**src/design/at_modem_line_classifier_unit_assert.svh**
```systemverilog
// ----------------------------------------------------------------------------
// Assertion macros for the AT modem line classifier
// Clocked implication checks, reset disables them.
// ----------------------------------------------------------------------------
`ifndef AT_MODEM_LINE_CLASSIFIER_UNIT_ASSERT_SVH
`define AT_MODEM_LINE_CLASSIFIER_UNIT_ASSERT_SVH

// same-cycle implication
`define AMLC_ASSERT_NOW(label, clk, rst, ante, cons) \
  label: assert property (@(posedge clk) disable iff (rst) (ante) |-> (cons)) \
    else $error("amlc: same-cycle check failed");

// next-cycle implication
`define AMLC_ASSERT_NEXT(label, clk, rst, ante, cons) \
  label: assert property (@(posedge clk) disable iff (rst) (ante) |=> (cons)) \
    else $error("amlc: next-cycle check failed");

`endif

```
**src/design/amlc_pkg.sv**
```systemverilog
// ----------------------------------------------------------------------------
// amlc_pkg
// Types, codes and prefix tables shared by the line classifier modules.
// ----------------------------------------------------------------------------
package amlc_pkg;

  typedef struct packed {
    logic       operation;
    logic [7:0] text_byte;
  } amlc_item_t;

  typedef struct packed {
    logic [3:0] event_code;
    logic [1:0] call_state;
    logic       is_call_list;
  } amlc_result_t;

  localparam logic OP_BYTE = 1'b0;
  localparam logic OP_END  = 1'b1;

  localparam logic [3:0] EV_NONE = 4'd0;

  localparam logic [1:0] CS_UNKNOWN   = 2'd0;
  localparam logic [1:0] CS_CONNECTED = 2'd1;
  localparam logic [1:0] CS_DIALING   = 2'd2;
  localparam logic [1:0] CS_RINGING   = 2'd3;

  localparam logic [7:0] CHAR_CR    = 8'h0D;
  localparam logic [7:0] CHAR_LF    = 8'h0A;
  localparam logic [7:0] CHAR_COMMA = 8'h2C;
  localparam logic [7:0] CHAR_ZERO  = 8'h30;
  localparam logic [7:0] CHAR_TWO   = 8'h32;
  localparam logic [7:0] CHAR_FOUR  = 8'h34;

  localparam int         NUM_PREFIXES   = 12;
  localparam int         CALL_LIST_SLOT = 7;
  localparam logic [3:0] LEN_SAT        = 4'd13;
  localparam logic [1:0] COMMA_MAX      = 2'd3;

  localparam logic [95:0] PREFIX_TEXT [NUM_PREFIXES] = '{
    96'("OK"), 96'("RING"), 96'("NO CARRIER"), 96'("ERROR"),
    96'("NO DIAL TONE"), 96'("BUSY"), 96'("NO ANSWER"), 96'("+CLCC:"),
    96'("ATD"), 96'("ATH"), 96'("ATA"), 96'("AT+CLCC")
  };

  localparam logic [3:0] PREFIX_LEN [NUM_PREFIXES] = '{
    4'd2, 4'd4, 4'd10, 4'd5, 4'd12, 4'd4, 4'd9, 4'd6, 4'd3, 4'd3, 4'd3, 4'd7
  };

  localparam logic [3:0] PREFIX_EVENT [NUM_PREFIXES] = '{
    4'd1, 4'd2, 4'd3, 4'd4, 4'd5, 4'd6, 4'd7, 4'd0, 4'd8, 4'd9, 4'd10, 4'd11
  };

  // character at position pos of prefix idx; zero past its end
  function automatic logic [7:0] prefix_char(input logic [3:0] idx,
                                             input logic [3:0] pos);
    int           sh;
    logic [95:0]  txt;
    sh  = (int'(PREFIX_LEN[idx]) - 1 - int'(pos)) * 8;
    txt = PREFIX_TEXT[idx];
    if (sh < 0) begin
      return 8'd0;
    end
    txt = txt >> sh;
    return txt[7:0];
  endfunction

endpackage

```
**src/design/amlc_line_track.sv**
```systemverilog
// ----------------------------------------------------------------------------
// amlc_line_track
// Per-line state: prefix match bits, length, comma count and status byte.
// Classifies the line when it closes and returns the state to its start.
// ----------------------------------------------------------------------------
module amlc_line_track (
  input  logic                   clk,
  input  logic                   rst,
  input  logic                   advance,
  input  amlc_pkg::amlc_item_t   item,
  output logic                   emit,
  output amlc_pkg::amlc_result_t res
);

  logic [3:0]  line_length;
  logic [11:0] prefix_alive;
  logic [1:0]  comma_count;
  logic [7:0]  previous_char;
  logic [7:0]  status_char;

  logic [3:0]  line_length_next;
  logic [11:0] prefix_alive_next;
  logic [1:0]  comma_count_next;
  logic [7:0]  previous_char_next;
  logic [7:0]  status_char_next;

  logic        close;
  logic [7:0]  c;
  logic [3:0]  ev;
  logic        cl;
  logic [1:0]  st;

  assign c     = item.text_byte;
  assign close = (item.operation == amlc_pkg::OP_END) ||
                 (c == amlc_pkg::CHAR_CR) || (c == amlc_pkg::CHAR_LF);
  assign emit  = close && (line_length != 4'd0);

  always_comb begin
    ev = amlc_pkg::EV_NONE;
    cl = 1'b0;
    for (int i = amlc_pkg::NUM_PREFIXES - 1; i >= 0; i--) begin
      if (prefix_alive[i] && (line_length >= amlc_pkg::PREFIX_LEN[i])) begin
        ev = amlc_pkg::PREFIX_EVENT[i];
        cl = (i == amlc_pkg::CALL_LIST_SLOT);
      end
    end
    st = amlc_pkg::CS_UNKNOWN;
    if (cl && (comma_count == amlc_pkg::COMMA_MAX)) begin
      unique case (status_char)
        amlc_pkg::CHAR_ZERO: st = amlc_pkg::CS_CONNECTED;
        amlc_pkg::CHAR_TWO:  st = amlc_pkg::CS_DIALING;
        amlc_pkg::CHAR_FOUR: st = amlc_pkg::CS_RINGING;
        default:             st = amlc_pkg::CS_UNKNOWN;
      endcase
    end
    res.event_code   = ev;
    res.call_state   = st;
    res.is_call_list = cl;
  end

  always_comb begin
    line_length_next   = line_length;
    prefix_alive_next  = prefix_alive;
    comma_count_next   = comma_count;
    previous_char_next = previous_char;
    status_char_next   = status_char;
    if (close) begin
      line_length_next   = 4'd0;
      prefix_alive_next  = '1;
      comma_count_next   = 2'd0;
      previous_char_next = 8'd0;
      status_char_next   = 8'd0;
    end else begin
      for (int i = 0; i < amlc_pkg::NUM_PREFIXES; i++) begin
        if ((line_length < amlc_pkg::PREFIX_LEN[i]) &&
            (amlc_pkg::prefix_char(4'(i), line_length) != c)) begin
          prefix_alive_next[i] = 1'b0;
        end
      end
      if ((comma_count != amlc_pkg::COMMA_MAX) && (c == amlc_pkg::CHAR_COMMA)) begin
        comma_count_next = comma_count + 2'd1;
        if (comma_count_next == amlc_pkg::COMMA_MAX) begin
          status_char_next = previous_char;
        end
      end
      previous_char_next = c;
      if (line_length != amlc_pkg::LEN_SAT) begin
        line_length_next = line_length + 4'd1;
      end
    end
  end

  always_ff @(posedge clk) begin
    if (rst) begin
      line_length   <= 4'd0;
      prefix_alive  <= '1;
      comma_count   <= 2'd0;
      previous_char <= 8'd0;
      status_char   <= 8'd0;
    end else if (advance) begin
      line_length   <= line_length_next;
      prefix_alive  <= prefix_alive_next;
      comma_count   <= comma_count_next;
      previous_char <= previous_char_next;
      status_char   <= status_char_next;
    end
  end

endmodule

```
**src/design/amlc_result_reg.sv**
```systemverilog
// ----------------------------------------------------------------------------
// amlc_result_reg
// Output register: holds a result beat until the far side takes it.
// ----------------------------------------------------------------------------
module amlc_result_reg (
  input  logic                   clk,
  input  logic                   rst,
  input  logic                   advance,
  input  logic                   emit,
  input  amlc_pkg::amlc_result_t res,
  input  logic                   result_stall,
  output logic                   ready,
  output logic                   result_valid,
  output amlc_pkg::amlc_result_t result
);

  assign ready = !result_valid || !result_stall;

  always_ff @(posedge clk) begin
    if (rst) begin
      result_valid <= 1'b0;
    end else if (ready) begin
      result_valid <= advance && emit;
    end
  end

  always_ff @(posedge clk) begin
    if (ready && advance && emit) begin
      result <= res;
    end
  end

endmodule

```
**src/design/at_modem_line_classifier_unit.sv**
```systemverilog
// ----------------------------------------------------------------------------
// at_modem_line_classifier_unit: AT modem line classifier
// One byte beat per cycle; a line-end beat goes to the input register, then
// its result to the result register. Input stalls only while a result beat
// waits stalled. Classify logic lies between input and result register.
// Synchronous reset empties both registers and restarts the line state.
// ----------------------------------------------------------------------------
`include "at_modem_line_classifier_unit_assert.svh"

module at_modem_line_classifier_unit (
  input  logic                   clk,
  input  logic                   rst,
  input  logic                   item_valid,
  output logic                   item_stall,
  input  amlc_pkg::amlc_item_t   item,
  output logic                   result_valid,
  input  logic                   result_stall,
  output amlc_pkg::amlc_result_t result
);

  logic                   item_q_valid;
  amlc_pkg::amlc_item_t   item_q;
  logic                   res_ready;
  logic                   advance;
  logic                   emit;
  amlc_pkg::amlc_result_t res;

  assign advance    = item_q_valid && res_ready;
  assign item_stall = item_q_valid && !res_ready;

  always_ff @(posedge clk) begin
    if (rst) begin
      item_q_valid <= 1'b0;
    end else if (!item_stall) begin
      item_q_valid <= item_valid;
    end
  end

  always_ff @(posedge clk) begin
    if (!item_stall && item_valid) begin
      item_q <= item;
    end
  end

  amlc_line_track u_line_track (
    .clk     (clk),
    .rst     (rst),
    .advance (advance),
    .item    (item_q),
    .emit    (emit),
    .res     (res)
  );

  amlc_result_reg u_result_reg (
    .clk          (clk),
    .rst          (rst),
    .advance      (advance),
    .emit         (emit),
    .res          (res),
    .result_stall (result_stall),
    .ready        (res_ready),
    .result_valid (result_valid),
    .result       (result)
  );

  `AMLC_ASSERT_NOW(a_stall_only_when_blocked, clk, rst, item_stall, result_valid && result_stall)
  `AMLC_ASSERT_NOW(a_call_list_no_event, clk, rst, result_valid && result.is_call_list, result.event_code == amlc_pkg::EV_NONE)
  `AMLC_ASSERT_NOW(a_state_needs_call_list, clk, rst, result_valid && (result.call_state != amlc_pkg::CS_UNKNOWN), result.is_call_list)
  `AMLC_ASSERT_NEXT(a_emit_reaches_output, clk, rst, advance && emit, result_valid)

endmodule
```
**config.mk**
```make
export PLATFORM = sky130hd
export DESIGN_NAME = at_modem_line_classifier_unit
export DESIGN_NICKNAME = d
export VERILOG_FILES = /design/src/design/amlc_pkg.sv /design/src/design/amlc_line_track.sv /design/src/design/amlc_result_reg.sv /design/src/design/at_modem_line_classifier_unit.sv
export VERILOG_INCLUDE_DIRS = /design/src /design/src/design
export SDC_FILE = /design/constraint.sdc
export NUM_CORES = 1
export LEC_CHECK = 0
export ABC_CLOCK_PERIOD_IN_PS = 3850
export BUFFER_PORTS_ARGS = -buffer_cell sky130_fd_sc_hd__buf_2
export CORE_MARGIN = 2
export CORE_UTILIZATION = 47
export CTS_CLUSTER_DIAMETER = 60
export CTS_CLUSTER_SIZE = 14
export DETAILED_ROUTE_END_ITERATION = 7
export MAX_ROUTING_LAYER = met4
export SYNTH_ARGS = -nofsm -noshare
export SYNTH_HDL_FRONTEND = slang
export SYNTH_HIERARCHICAL = 1
export SYNTH_SLANG_ARGS = --single-unit
```
**constraint.sdc**
```tcl
create_clock -name clk -period 3.85 [get_ports clk]
set_input_delay 0.77 -clock clk [delete_from_list [all_inputs] [get_ports clk]]
set_output_delay 0.77 -clock clk [all_outputs]
set_load 0.03 [all_outputs]
```
==> impl_metrics.yaml <==
run_status:
  run_status: "finished, final reports clean"
detailed_routing:
  drt-initial-drc-count: 452
  post-route-drc-count: 0
  postRouteAntennaNets: 0
  vias_per_cell: 6.41
  routed_wl_microns: 14200
  via_count: 4484
  wire_per_inst_microns: 20.2
  firstDrtPassIters: 5
sta:
  period_share_pct: 77.5
  finalSetupTns_ns: 0
  rsz0062_at_grt: "no"
  slew_headroom_pct: 42.4
  setup-violations-final: 0
  worst_slew_pin_slew_ns: 0.864
  max_freq_mhz: 335
  hold_viol: 0
  period_needed_ns: 2.98
  clock_skew_ns: 0.0134
  drv_slew: 0
cts:
  clock_latency_ns: 0.32
  cts.repair.resized: 0
  cts_buffers: 5
  hold_buffers: 0
  cts_setup_buffers: 0
  root_buffer: "clkbuf_8"
  cts_tree: "built"
  cts.sinks: 52
  clk_path_buf_depth: 2
  path_clk_slew_ns: 0.12
  cts-htree-levels: 2
synthesis:
  ys_types: 90
  synth_cells: 568
  ys.flop_type: "dfxtp_1"
  syn_area_per_cell_sq_um: 8.10
  syn_area_sq_um: 4600
  synth_area_leaders: "dfxtp_1 16%, edfxtp_1 10%, ha_1 5.2%"
  synth_top_area_share_pct: 15.7
  yosysTopAreaCell: "dfxtp_1"
  ys_seq_elements: 52
  seq_area_frac_synth_pct: 26.1
  synth_edf_count: 16
  syn_nets: 600
  ys_async_sr_fraction_pct: 0
  synth-warning-count: 6
power_and_ir_drop:
  leakage_uw: 0.00183
  clkPwrFrac_pct: 30.3
  p_sw_share_pct: 32.4
  p_seq_share_pct: 47.5
  switchingPower_uw: 415
  comb_power_share_pct: 22.2
  total_power_uw: 1280
  power.internal_uw: 864
  ir_drop_v: 0.000299
  power_density_nw_per_um2: 263
job:
  maxCapViolCount: 0
setup_path:
  critPathTopFamily: "simple AND/OR/NAND/NOR gates"
  worstSetupPathType: "flop to flop"
  cp_max_fo: 11
  r2r_start: "u_line_track/line_length[2]$_SDFFE_PP0P_"
  worstPathArrival_ns: 3.15
  path_cells: "inv_1 -> ha_1 -> ha_1 -> mux2i_1 -> and2b_1 -> a2111oi_2 -> nand3_1 -> or3_1 -> nor2_1"
  path_buf_inv: 1
  required_ns: 4.02
  endpoint_kind: "flop"
  reg2reg_to: "u_result_reg/result[2]$_DFFE_PP_"
  setup.worst_path.start_class: "flop"
  crit_slowest_cell: "ha_1"
  reg2reg_slack_ns: 0.87
  cp_num_cells: 9
  cp_common_cell: "ha_1"
  slowest_delay_ns: 0.51
  rr_worst_depth: 9
die:
  die_w_microns: 103
  std_cell_rows: 36
  io-pin-count: 22
  fp.dieH_microns: 103
  start_util_pct: 47.8
  dieArea_sq_um: 10600
  core_region_area_sq_um: 9640
cells_and_area:
  layout-drive-gt1-share_pct: 12.3
  fin_nets: 598
  postLayoutCoreUtil_pct: 50.4
  syn2layout_area_growth_pct: 5.54
  antenna_cells: 0
  layout_commonest_cell: "nor2_1"
  layout_common_cells: "48 x nor2_1, 36 x nand2_1, 35 x dfxtp_1"
global_route:
  grt_max_degree: 65
  grt_pass1_wl_microns: 22500
  grt_antenna_before_repair: 0
  track_usage_pct: 28.3
  overflow: 0
  grt_pass1_vias: 4274
placed_design:
  finalWeightedCongestion: 0.968
  port_buffers: 21
  hpwl_microns: 9680
worst_hold_path:
  whs_path_depth: 1
  whs_endpoint: "u_line_track/prefix_alive[0]$_SDFFE_PP1P_"
  min-delay-start: "u_line_track/prefix_alive[0]$_SDFFE_PP1P_"
  hp-class: "flop to flop"
-- power by group through the flow --
stage               Clock, uW  Combinational (uW)  Sequential (uW)
floorplan                   0                 207              611
CTS                       392                 278              607
finish                    387                 284              608
global placement            0                 272              619
global route              412                 306              611
detailed placement          0                 277              620
-- cell usage after synthesis (all sizes together), types with 8 or more instances --
| library cell | n |
|---|---|
| nand4 | 8 |
| a21oi | 36 |
| inv | 19 |
| nor4 | 9 |
| ha | 19 |
| nand3 | 18 |
| buf | 28 |
| mux2i | 16 |
| a22oi | 11 |
| edfxtp | 16 |
| or3 | 8 |
| dfxtp | 36 |
| and3 | 11 |
| o21ai | 31 |
| nand2 | 37 |
| xor2 | 12 |
| nor3 | 16 |
| nor2 | 48 |
| xnor2 | 18 |
| nand2b | 16 |
| clkbuf | 18 |
| nor2b | 9 |
-- cell type report --
type	count	area (sq um)
Clock buffer	6	93.8
Tap cell	133	166
Sequential cell	52	1200
Fill cell	948	4780
Inverter	20	75.1
Timing Repair Buffer	37	225
Multi-Input combinational cell	450	3080
Clock inverter	2	16.3
-- through the flow --
stage / std cells / setup WS (ns) / hold slack, ns / cell area [sq um]
after floorplan: 568 / 1.08 / 0.420 / 4600
after global placement: 692 / 1.04 / 0.440 / 4750
after detailed placement: 692 / 0.924 / 0.450 / 4750
after CTS: 700 / 0.882 / 0.478 / 4860
after global routing: 700 / 0.692 / 0.502 / 4860
final: 700 / 0.867 / 0.488 / 4860
-- worst max path at each step --
stage	endpoint	slack (ns)	from
2_1_floorplan	u_line_track/prefix_alive[2]$_SDFFE_PP1P_	1.08	u_line_track/line_length[2]$_SDFFE_PP0P_
3_3_place_gp	u_result_reg/result[2]$_DFFE_PP_	1.04	u_line_track/line_length[2]$_SDFFE_PP0P_
3_5_place_dp	u_result_reg/result[2]$_DFFE_PP_	0.92	u_line_track/line_length[2]$_SDFFE_PP0P_
4_1_cts	u_result_reg/result[2]$_DFFE_PP_	0.88	u_line_track/line_length[2]$_SDFFE_PP0P_
5_1_grt	u_result_reg/result[2]$_DFFE_PP_	0.69	u_line_track/line_length[2]$_SDFFE_PP0P_
6_report	u_result_reg/result[2]$_DFFE_PP_	0.87	u_line_track/line_length[2]$_SDFFE_PP0P_
-- logic make-up (layout without fill, tap and decap cells) --
kind of cell               after synthesis  count (layout)  synth area share (%)
buffers and inverters                   66              65                  7.01
adders and majority gates               19              19                  5.16
muxes                                   18              18                  4.05
and+or+nand+nor                        215             215                  25.7
xor gates and xnor gates                30              30                  6.20
AOI/OAI and AO/OA                      168             168                  25.8
DFF                                     52              52                  26.1
-- routing by layer --
layer,part of all wire [%],wire length [microns],up-vias,GRT usage [%]
met1,43,6070,2120,36.7
met4,3.5,495,0,10.0
met3,8.4,1190,42,4.68
met5,0,0,-,-
met2,45,6410,214,44.7
li1,-,-,2108,-
-- flip-flops by register name, summed over array words and instances, names as in the netlist --
register                    flops
u_line_track/prefix_alive      12
item_q                          9
u_line_track/previous_char      8
u_line_track/status_char        8
u_result_reg/result             7
u_line_track/line_length        4
u_line_track/comma_count        2
item_q_valid                    1
u_result_reg/result_valid       1
Note: power is estimated with default switching activity, not from simulation.
